==> config.mk <==
export PLATFORM = sky130hd
export DESIGN_NAME = ir_reflect_detector
export DESIGN_NICKNAME = d
export VERILOG_FILES = /design/src/rtl/ird_pkg.sv /design/src/rtl/ir_reflect_detector.sv /design/src/rtl/ird_window.sv /design/src/rtl/ird_average.sv
export SDC_FILE = /design/constraint.sdc
export NUM_CORES = 1
export LEC_CHECK = 0
export BUFFER_PORTS_ARGS = -buffer_cell sky130_fd_sc_hd__buf_2
export CAP_MARGIN = 0
export CORE_UTILIZATION = 50
export CTS_CLUSTER_SIZE = 20
export DETAILED_ROUTE_END_ITERATION = 12
export PLACE_DENSITY = 0.67
export REMOVE_ABC_BUFFERS = 1
export SLEW_MARGIN = 0
export SYNTH_ARGS = -nofsm -noshare
export SYNTH_HDL_FRONTEND = slang
export SYNTH_HIERARCHICAL = 1
export SYNTH_SLANG_ARGS = --single-unit
==> constraint.sdc <==
create_clock -name clk -period 7 [get_ports clk]
set_input_delay 0.7 -clock clk [delete_from_list [all_inputs] [get_ports clk]]
set_output_delay 0.7 -clock clk [all_outputs]
set_load 0.05 [all_outputs]
==> src/rtl/ird_pkg.sv <==
// ----------------------------------------------------------------------------
// ird_pkg
// shared widths, register codes, reset values and stage-to-stage types for
// the ir reflection detector
// ----------------------------------------------------------------------------
package ird_pkg;

    localparam int TIME_W     = 32;
    localparam int ADC_W      = 10;
    localparam int THRESH_W   = 10;
    localparam int PERIOD_W   = 16;
    localparam int SETTLE_W   = 8;
    localparam int AVG_W      = 10;

    localparam int CFG_IDX_W  = 2;
    localparam int CFG_DATA_W = 16;

    localparam logic [CFG_IDX_W-1:0] CFG_THRESHOLD = 2'd0;
    localparam logic [CFG_IDX_W-1:0] CFG_PERIOD    = 2'd1;
    localparam logic [CFG_IDX_W-1:0] CFG_SETTLE    = 2'd2;

    localparam logic [THRESH_W-1:0] THRESH_RST = 10'd0;
    localparam logic [PERIOD_W-1:0] PERIOD_RST = 16'd100;
    localparam logic [SETTLE_W-1:0] SETTLE_RST = 8'd2;

    // control from the window stage to the averaging stage
    typedef struct packed {
        logic emitter_on;
        logic avg_upd;
    } win_ctrl_t;

    // one result word
    typedef struct packed {
        logic             emitter_on;
        logic             is_detected;
        logic             detect_changed;
        logic [AVG_W-1:0] average_level;
    } result_t;

endpackage

==> src/rtl/ir_reflect_detector.sv <==
// ----------------------------------------------------------------------------
// ir_reflect_detector
// modulated ir proximity detector with a moving-average window of reflected
// differences
// ----------------------------------------------------------------------------
//  channel  | handshake         | payload
//  ---------+-------------------+------------------------------------------
//  in       | in_valid/in_stall | now_ms, adc_sample
//  out      | out_valid/out_stall | emitter_on, is_detected, detect_changed,
//           |                   | average_level
//  cfg      | cfg_we            | cfg_index, cfg_wdata
//
//  one word per cycle sustained while out_stall stays low; a word taken
//  passes the input register, window stage and averaging stage into the
//  output register
//  each stage moves on when it is empty or the one after it moves, so the
//  pipe keeps filling while out_stall holds a finished result
//  reset clears the phase timer, window fill count, sum and flags; window
//  memory contents need no clearing
// ----------------------------------------------------------------------------
module ir_reflect_detector
    import ird_pkg::*;
#(
    parameter int WINDOW_LEN  = 8,
    parameter int SAMPLE_BITS = 10
)
(
    input  logic                  clk,
    input  logic                  rst_n,

    input  logic                  in_valid,
    output logic                  in_stall,
    input  logic [TIME_W-1:0]     now_ms,
    input  logic [ADC_W-1:0]      adc_sample,

    output logic                  out_valid,
    input  logic                  out_stall,
    output logic                  emitter_on,
    output logic                  is_detected,
    output logic                  detect_changed,
    output logic [AVG_W-1:0]      average_level,

    input  logic                  cfg_we,
    input  logic [CFG_IDX_W-1:0]  cfg_index,
    input  logic [CFG_DATA_W-1:0] cfg_wdata
);

    localparam int SumW = SAMPLE_BITS + $clog2(WINDOW_LEN);

    logic [THRESH_W-1:0] thresh_reg;
    logic [PERIOD_W-1:0] period_reg;
    logic [SETTLE_W-1:0] settle_reg;
    logic [PERIOD_W-1:0] idle_limit;

    logic                   s0_valid_reg;
    logic [TIME_W-1:0]      s0_now_reg;
    logic [SAMPLE_BITS-1:0] s0_sample_reg;

    logic                   s1_valid_reg;
    win_ctrl_t              s1_ctrl_reg;
    logic [SumW-1:0]        s1_sum_reg;

    logic                   out_valid_reg;
    result_t                out_reg;

    logic                   ready0;
    logic                   ready1;
    logic                   ready2;
    logic                   step_a;
    logic                   step_b;

    win_ctrl_t              win_ctrl;
    logic [SumW-1:0]        win_sum;
    result_t                avg_result;

    // configuration
    always_ff @(posedge clk or negedge rst_n)
    begin
        if (!rst_n)
        begin
            thresh_reg <= THRESH_RST;
            period_reg <= PERIOD_RST;
            settle_reg <= SETTLE_RST;
        end
        else if (cfg_we)
        begin
            unique case (cfg_index)
                CFG_THRESHOLD: thresh_reg <= cfg_wdata[THRESH_W-1:0];
                CFG_PERIOD:    period_reg <= cfg_wdata[PERIOD_W-1:0];
                CFG_SETTLE:    settle_reg <= cfg_wdata[SETTLE_W-1:0];
                default:       ;
            endcase
        end
    end

    // idle wait saturates at zero when settle is not shorter than period
    assign idle_limit = (period_reg > PERIOD_W'(settle_reg)) ?
                        (period_reg - PERIOD_W'(settle_reg)) : '0;

    // flow control
    assign ready2   = !out_valid_reg || !out_stall;
    assign ready1   = !s1_valid_reg || ready2;
    assign ready0   = !s0_valid_reg || ready1;
    assign step_a   = s0_valid_reg && ready1;
    assign step_b   = s1_valid_reg && ready2;
    assign in_stall = !ready0;

    always_ff @(posedge clk or negedge rst_n)
    begin
        if (!rst_n)
        begin
            s0_valid_reg  <= 1'b0;
            s1_valid_reg  <= 1'b0;
            out_valid_reg <= 1'b0;
        end
        else
        begin
            if (ready0)
            begin
                s0_valid_reg <= in_valid;
            end
            if (ready1)
            begin
                s1_valid_reg <= s0_valid_reg;
            end
            if (ready2)
            begin
                out_valid_reg <= s1_valid_reg;
            end
        end
    end

    always_ff @(posedge clk)
    begin
        if (in_valid && ready0)
        begin
            s0_now_reg    <= now_ms;
            s0_sample_reg <= SAMPLE_BITS'(adc_sample);
        end
        if (step_a)
        begin
            s1_ctrl_reg <= win_ctrl;
            s1_sum_reg  <= win_sum;
        end
        if (step_b)
        begin
            out_reg <= avg_result;
        end
    end

    ird_window #(
        .WINDOW_LEN  (WINDOW_LEN),
        .SAMPLE_BITS (SAMPLE_BITS)
    ) u_window (
        .clk        (clk),
        .rst_n      (rst_n),
        .step       (step_a),
        .now_ms     (s0_now_reg),
        .sample     (s0_sample_reg),
        .idle_limit (idle_limit),
        .settle_ms  (settle_reg),
        .ctrl       (win_ctrl),
        .sum        (win_sum)
    );

    ird_average #(
        .WINDOW_LEN  (WINDOW_LEN),
        .SAMPLE_BITS (SAMPLE_BITS)
    ) u_average (
        .clk       (clk),
        .rst_n     (rst_n),
        .step      (step_b),
        .ctrl      (s1_ctrl_reg),
        .sum       (s1_sum_reg),
        .threshold (thresh_reg),
        .result    (avg_result)
    );

    assign out_valid      = out_valid_reg;
    assign emitter_on     = out_reg.emitter_on;
    assign is_detected    = out_reg.is_detected;
    assign detect_changed = out_reg.detect_changed;
    assign average_level  = out_reg.average_level;

endmodule

==> src/rtl/ird_window.sv <==
// ----------------------------------------------------------------------------
// ird_window
// emitter phase sequencing and the ring window of reflected differences with
// its running sum
// ----------------------------------------------------------------------------
module ird_window
    import ird_pkg::*;
#(
    parameter int WINDOW_LEN  = 8,
    parameter int SAMPLE_BITS = 10
)
(
    input  logic                                      clk,
    input  logic                                      rst_n,
    input  logic                                      step,
    input  logic [TIME_W-1:0]                         now_ms,
    input  logic [SAMPLE_BITS-1:0]                    sample,
    input  logic [PERIOD_W-1:0]                       idle_limit,
    input  logic [SETTLE_W-1:0]                       settle_ms,
    output win_ctrl_t                                 ctrl,
    output logic [SAMPLE_BITS+$clog2(WINDOW_LEN)-1:0] sum
);

    localparam int SumW  = SAMPLE_BITS + $clog2(WINDOW_LEN);
    localparam int IdxW  = (WINDOW_LEN > 1) ? $clog2(WINDOW_LEN) : 1;
    localparam int FillW = $clog2(WINDOW_LEN + 1);
    localparam logic [IdxW-1:0]  LastPos = IdxW'(WINDOW_LEN - 1);
    localparam logic [FillW-1:0] FullCnt = FillW'(WINDOW_LEN);

    logic                   emitting_reg,  emitting_next;
    logic [TIME_W-1:0]      stamp_reg,     stamp_next;
    logic [SAMPLE_BITS-1:0] ambient_reg,   ambient_next;
    logic [IdxW-1:0]        pos_reg,       pos_next;
    logic [FillW-1:0]       fill_reg,      fill_next;
    logic [SumW-1:0]        sum_reg,       sum_next;
    logic [SAMPLE_BITS-1:0] rd_reg;

    logic [SAMPLE_BITS-1:0] mem [WINDOW_LEN];

    logic [TIME_W-1:0]      elapsed;
    logic                   start_emit;
    logic                   stop_emit;
    logic                   wr_en;
    logic [SAMPLE_BITS-1:0] diff;
    logic [SAMPLE_BITS-1:0] old_entry;
    logic [IdxW-1:0]        pos_inc;
    logic [IdxW-1:0]        rd_addr;
    logic [FillW-1:0]       fill_inc;

    always_comb
    begin
        elapsed    = now_ms - stamp_reg;
        start_emit = !emitting_reg && (elapsed > TIME_W'(idle_limit));
        stop_emit  = emitting_reg && (elapsed > TIME_W'(settle_ms));
        wr_en      = step && stop_emit;

        diff = (ambient_reg > sample) ? (ambient_reg - sample) : (sample - ambient_reg);
        // an entry not yet written since reset reads as zero; while filling,
        // the write position always points at such an entry
        old_entry = (fill_reg == FullCnt) ? rd_reg : '0;
        pos_inc   = (pos_reg == LastPos) ? '0 : pos_reg + IdxW'(1);
        fill_inc  = (fill_reg == FullCnt) ? fill_reg : fill_reg + FillW'(1);

        emitting_next = emitting_reg;
        stamp_next    = stamp_reg;
        ambient_next  = ambient_reg;
        pos_next      = pos_reg;
        fill_next     = fill_reg;
        sum_next      = sum_reg;
        priority if (start_emit)
        begin
            emitting_next = 1'b1;
            stamp_next    = now_ms;
            ambient_next  = sample;
        end
        else if (stop_emit)
        begin
            emitting_next = 1'b0;
            stamp_next    = now_ms;
            pos_next      = pos_inc;
            fill_next     = fill_inc;
            sum_next      = sum_reg - SumW'(old_entry) + SumW'(diff);
        end

        rd_addr = wr_en ? pos_inc : pos_reg;

        ctrl.emitter_on = emitting_next;
        ctrl.avg_upd    = stop_emit && (fill_inc == FullCnt);
        sum             = sum_next;
    end

    always_ff @(posedge clk or negedge rst_n)
    begin
        if (!rst_n)
        begin
            emitting_reg <= 1'b0;
            stamp_reg    <= '0;
            ambient_reg  <= '0;
            pos_reg      <= '0;
            fill_reg     <= '0;
            sum_reg      <= '0;
        end
        else if (step)
        begin
            emitting_reg <= emitting_next;
            stamp_reg    <= stamp_next;
            ambient_reg  <= ambient_next;
            pos_reg      <= pos_next;
            fill_reg     <= fill_next;
            sum_reg      <= sum_next;
        end
    end

    // window memory, read data always holds the entry at the next write spot
    always_ff @(posedge clk)
    begin
        if (wr_en)
        begin
            mem[pos_reg] <= diff;
        end
        if (wr_en && (rd_addr == pos_reg))
        begin
            rd_reg <= diff;
        end
        else
        begin
            rd_reg <= mem[rd_addr];
        end
    end

endmodule

==> src/rtl/ird_average.sv <==
// ----------------------------------------------------------------------------
// ird_average
// window average by reciprocal multiply, threshold compare and detection flag
// ----------------------------------------------------------------------------
module ird_average
    import ird_pkg::*;
#(
    parameter int WINDOW_LEN  = 8,
    parameter int SAMPLE_BITS = 10
)
(
    input  logic                                      clk,
    input  logic                                      rst_n,
    input  logic                                      step,
    input  win_ctrl_t                                 ctrl,
    input  logic [SAMPLE_BITS+$clog2(WINDOW_LEN)-1:0] sum,
    input  logic [THRESH_W-1:0]                       threshold,
    output result_t                                   result
);

    localparam int SumW   = SAMPLE_BITS + $clog2(WINDOW_LEN);
    localparam int ShiftW = SumW + $clog2(WINDOW_LEN);
    localparam int RecipW = SumW + 1;
    localparam int ProdW  = SumW + RecipW;
    localparam int CmpW   = (SAMPLE_BITS > THRESH_W) ? SAMPLE_BITS : THRESH_W;
    // rounded-up reciprocal, exact floor division for every sum below 2^SumW
    localparam logic [63:0] RecipWide =
        ((64'd1 << ShiftW) + 64'(WINDOW_LEN) - 64'd1) / 64'(WINDOW_LEN);
    localparam logic [RecipW-1:0] Recip = RecipW'(RecipWide);

    logic             flag_reg, flag_next;
    logic [AVG_W-1:0] avg_reg,  avg_next;

    logic [ProdW-1:0]       prod;
    logic [SAMPLE_BITS-1:0] avg;

    always_comb
    begin
        prod = ProdW'(sum) * ProdW'(Recip);
        avg  = prod[ShiftW +: SAMPLE_BITS];

        flag_next = flag_reg;
        avg_next  = avg_reg;
        if (ctrl.avg_upd)
        begin
            flag_next = CmpW'(avg) >= CmpW'(threshold);
            avg_next  = AVG_W'(avg);
        end

        result.emitter_on     = ctrl.emitter_on;
        result.is_detected    = flag_next;
        result.detect_changed = flag_next != flag_reg;
        result.average_level  = avg_next;
    end

    always_ff @(posedge clk or negedge rst_n)
    begin
        if (!rst_n)
        begin
            flag_reg <= 1'b0;
            avg_reg  <= '0;
        end
        else if (step)
        begin
            flag_reg <= flag_next;
            avg_reg  <= avg_next;
        end
    end

endmodule
Yosys cells after proc, flatten, opt, wreduce, memory -nomap -nowiden
Memory sizes are Yosys's and may differ from the RTL's. A register that Yosys moved wholly into a read port is not among the register bits.
Index checks and enable logic that the tools add are counted.
{"block": "word_totals", "reg_bits": 181, "mem_bits_rw": 80, "input_bits": 65, "elab_cells": 84, "mem_count": 1}
{"block": "classes", "add_sub_neg": 8, "magnitude_cmp": 5, "eq_ne": 6, "mux": 16, "n_bitwise": 1, "n_reduce_logical": 24}
{"memory": "u_window.mem", "depth": 8, "width": 10, "read_ports": 1, "rd_ports_with_merged_regs": 1, "write_ports": 1, "line_no": "ird_window.sv:38", "source": "logic [SAMPLE_BITS-1:0] mem [WINDOW_LEN];"}
{"operator": "$mux W32", "n": 2}
{"operator": "$gt A32 B16 Y1", "n": 1}
{"operator": "$gt A32 B8 Y1", "n": 1}
{"operator": "$sub A32 B32 Y32", "n": 1}
{"operator": "$mux W10", "n": 3}
{"operator": "$mux W13", "n": 2}
{"operator": "$sub A10 B10 Y10", "n": 2}
{"operator": "$gt A16 B8 Y1", "n": 1}
{"operator": "$mux W16", "n": 1}
{"operator": "$sub A16 B8 Y16", "n": 1}
{"operator": "$add A13 B10 Y13", "n": 1}
{"operator": "$sub A13 B10 Y13", "n": 1}
{"operator": "$ge A10 B10 Y1", "n": 1}
{"operator": "$gt A10 B10 Y1", "n": 1}
{"operator": "$reduce_and A2 Y1", "n": 5}
{"operator": "$eq A4 B4 Y1 const B", "n": 2}
{"operator": "$logic_and A1 B1 Y1", "n": 7}
{"operator": "$logic_not A1 Y1", "n": 6}
{"operator": "$mux W3", "n": 2}
{"operator": "$mux W1", "n": 5}
{"operator": "$add A4 B1 Y4 const B", "n": 1}
{"operator": "$mux W4", "n": 1}
{"operator": "$add A3 B1 Y3 const B", "n": 1}
{"operator": "$eq A3 B3 Y1 const B", "n": 1}
{"operator": "8 further kinds", "n": 10}

Longest topological paths before layout
{"block": "logic_depth", "depth_word": 7, "mapped_depth": 29}

Cells and area by module
Netlist, hierarchy kept.
{"module": "ird_window", "instances": 1, "cells_per_inst": 1073, "area_each_um2": 10573.9, "seq_area_each_um2": 4179.0}
{"module": "ir_reflect_detector", "instances": 1, "cells_per_inst": 276, "area_each_um2": 4256.6, "seq_area_each_um2": 3032.9}
{"module": "ird_average", "instances": 1, "cells_per_inst": 74, "area_each_um2": 823.3, "seq_area_each_um2": 275.3}

Worst setup path before layout
OpenSTA, ideal clock, no wires.
{"block": "synth_path", "kind": "flip-flop to flip-flop", "start": "register u_window.ambient_reg[0]", "end": "register s1_sum_reg[12] (data pin)", "setup_ps": 258, "arrival_ps": 5230, "required_time_ps": 6742, "path_slack_ps": 1512, "stages_incl_launch_ff": 30, "path_buffers": 0, "synth_period_minus_slack_ps": 5488, "cell_sequence": "dfrtp_1 inv_1 ha_1 inv_1 fa_1 a21o_1 a21oi_1 o21bai_1 a21oi_1 o21bai_1 a21oi_1 o21ai_1 mux2i_1 a221o_1 a21boi_0 xor2_1 fa_1 inv_1 ha_1 o21ai_0 a21boi_0 o21ai_0 a21boi_0 o21ai_0 a21boi_0 o21ai_0 a21oi_1 xnor2_1 nand2_1 xnor2_1"}
{"block": "synth_via", "elab_chain_len": 5}
{"item": "start, declared", "line_no": "ird_window.sv:32", "source": "logic [SAMPLE_BITS-1:0] ambient_reg, ambient_next;"}
{"item": "start signal, assigned", "line_no": "ird_window.sv:107", "source": "ambient_reg <= ambient_next;"}
{"item": "$sub A10 B10 Y10 or $gt A10 B10 Y1 (tied branches)", "line_no": "ird_window.sv:57", "source": "diff = (ambient_reg > sample) ? (ambient_reg - sample) : (sample - ambient_reg);"}
{"item": "$mux W10 (*)", "line_no": "ird_window.sv:57"}
{"item": "$add A13 B10 Y13 (*)", "line_no": "ird_window.sv:82", "source": "sum_next = sum_reg - SumW'(old_entry) + SumW'(diff);"}
{"item": "$mux W13 (*)", "line_no": "ird_window.sv:76", "source": "else if (stop_emit)"}
{"item": "$mux W13 (*)", "line_no": "ird_window.sv:70", "source": "priority if (start_emit)"}
{"item": "named net win_sum[12]", "line_no": "ir_reflect_detector.sv:73", "source": "logic [SumW-1:0] win_sum;"}
{"item": "end signal, assigned", "line_no": "ir_reflect_detector.sv:143", "source": "s1_sum_reg <= win_sum;"}
{"item": "end, declared", "line_no": "ir_reflect_detector.sv:61", "source": "logic [SumW-1:0] s1_sum_reg;"}
Mark *: on every way through the listed nets, which the timed path passes. The rest lies on a longest branch.
A chain may end at the register's enable or synchronous reset.

Worst setup path in the final report
Same ends and word-level chain as after synthesis.

==> results.py <==
metrics = {
    "clock_network": {
        "cts_resized": 0,
        "clock_path_buffers": 3,
        "cts_tree": "done",
        "cts-htree-levels": 1,
        "cts_setup_buffers": 0,
        "clock_sinks": 268,
        "root_buffer": "clkbuf_16",
        "numCtsBuffers": 30,
        "clk_pin_slew_ns": 0.06,
        "clk-insertion-delay-late_ns": 0.57,
        "cts_hold_buf": 0,
    },
    "final_layout": {
        "seqCellArea_mm2": 0.00740,
        "area_growth_pct": 11.1,
        "multi_input_area_mm2": 0.00734,
        "antenna_cells": 0,
        "final_nets": 1676,
        "largest_reg_flops": 80,
        "final_layout_size_suffix_gt1_frac": 0.185,
        "nFillCells": 2609,
    },
    "grt": {
        "grt_pass1_wl_um": 54200,
        "grt-ovfl-total": 0,
        "grt_max_degree": 69,
        "antenna_found_initial": 0,
        "grt_pass1_vias": 10284,
        "grt.total_usage": 0.215,
    },
    "floorplan": {
        "fp.dieArea_mm2": 0.0318,
        "initial_core_util": 0.508,
        "row_count": 64,
        "core_mm2": 0.0306,
        "die_w_um": 178,
        "io_pins": 80,
        "fp.dieH_um": 178,
    },
    "sta": {
        "setup-violations-final": 0,
        "period_needed_ns": 6.31,
        "timing.slew.headroom": 0.192,
        "finClkSkew_ns": 0.0198,
        "fmax_ghz": 0.159,
        "hold_viol_final": 0,
        "fin_setup_tns_ns": 0,
        "finalCritPeriodShare": 0.901,
        "drv_slew": 0,
        "rsz0062_at_grt": "false",
        "tightest_slew_ns": 1.21,
    },
    "critical_path": {
        "r2r_slack_ns": 0.69,
        "critPathCapture": "s1_sum_reg[12]",
        "rr_worst_depth": 29,
        "r2r-end": "s1_sum_reg[12]",
        "arrival_ns": 6.61,
        "startpoint_type": "register",
        "worstPathMaxFanout": 5,
        "max_stage_delay_ns": 0.52,
        "cpMaxStageDelayCell": "fa_1",
        "critPathKind": "register to register",
        "r2r_start": "u_window/ambient_reg[0]",
        "cp.required_ns": 7.31,
        "end_kind": "register",
        "crit_start": "u_window/ambient_reg[0]",
    },
    "detailed_routing": {
        "drtIter0Drc": 783,
        "via_count": 10843,
        "wire_per_inst_um": 17.7,
        "first_pass_iters": 6,
        "viasPerCell": 5.68,
        "drc": 0,
        "wl_um": 33800,
        "antenna_left": 0,
    },
    "placement": {
        "hpwl_um": 24700,
        "place.gp.congestion": 0.915,
        "io_buffers": 79,
    },
    "synthesis": {
        "syn_avg_cell_area_um2": 11.0,
        "yosysWarnings": 6,
        "syn_inst": 1416,
        "synth_area_mm2": 0.0155,
    },
    "run_status": {
        "status": "finished clean",
    },
    "hold_path": {
        "hp-class": "input pin to asynchronous set/reset pin",
    },
    "run": {
        "drv_cap": 0,
    },
}
[final cells by class]
type,count,area share
Sequential cell,268,0.428
Multi-Input combinational cell,945,0.425
Clock buffer,35,0.0463
Inverter,157,0.0341
Tap cell,396,0.0287
Timing Repair Buffer,86,0.0261
Clock inverter,21,0.0113
[layout by cell type, fill, tap and decap left out, drive strengths merged, types with 16 or more instances in the layout]
| cell type | instances |
|---|---|
| inv | 160 |
| nand2b | 16 |
| nand3 | 19 |
| o21ai | 87 |
| mux2i | 17 |
| buf | 86 |
| nor3 | 23 |
| nand2 | 87 |
| nor4 | 16 |
| edfxtp | 147 |
| a21o | 25 |
| dfrtp | 107 |
| xnor2 | 29 |
| nand4 | 20 |
| xor2 | 19 |
| a21oi | 78 |
| o21a | 31 |
| ha | 109 |
| clkbuf | 35 |
| nor2 | 75 |
| mux2 | 107 |
[critical path: cells and delay by family (launching register included)]
kind / cells / cell delay, ns
buffers and inverters: 3 / 0.18
adders and majority gates: 4 / 1.39
xor gates and xnor gates: 3 / 0.50
AOI/OAI and AO/OA: 17 / 3.33
muxes: 1 / 0.17
and+or+nand+nor: 1 / 0.09
DFF: 1 / 0.38
[worst min path at each step]
stage / startpoint / end / slack [ns] / cells after the start
after floorplan: rst_n / out_valid / 0.40 / 0
after global placement: s0_valid_reg / s1_valid_reg / 0.47 / 1
after detailed placement: s1_ctrl_reg[1] / emitter_on / 0.46 / 0
after CTS: rst_n / u_window/sum_reg[9] / 0.15 / 1
after global routing: rst_n / u_average/avg_reg[8] / 0.17 / 1
final: rst_n / u_average/avg_reg[8] / 0.12 / 1
[per-stage QoR]
stage | cell area, um^2 | setup slack (ns) | cells | hold slack [ns] | utilization
after floorplan | 15300 | 1.15 | 1370 | 0.400 | -
after global placement | 16300 | 1.07 | 1852 | 0.471 | 0.532
after detailed placement | 16300 | 0.809 | 1852 | 0.463 | 0.532
after CTS | 17300 | 0.752 | 1908 | 0.149 | 0.564
after global routing | 17300 | 0.145 | 1908 | 0.167 | 0.564
final | 17300 | 0.694 | 1908 | 0.123 | 0.564
[routing by layer]
metal  vias up  global-route usage  wire [um]  share of wire
met5         -                   0          0              0
met4         0              0.0540        729          0.022
met3        47              0.0264       1560          0.046
met2       272               0.340      15200           0.45
met1      5269               0.314      16300           0.48
li1       5255                   -          -              -
Power is not shown: default switching activity piles up to over one toggle a cycle in this logic, so the estimate is an artifact.
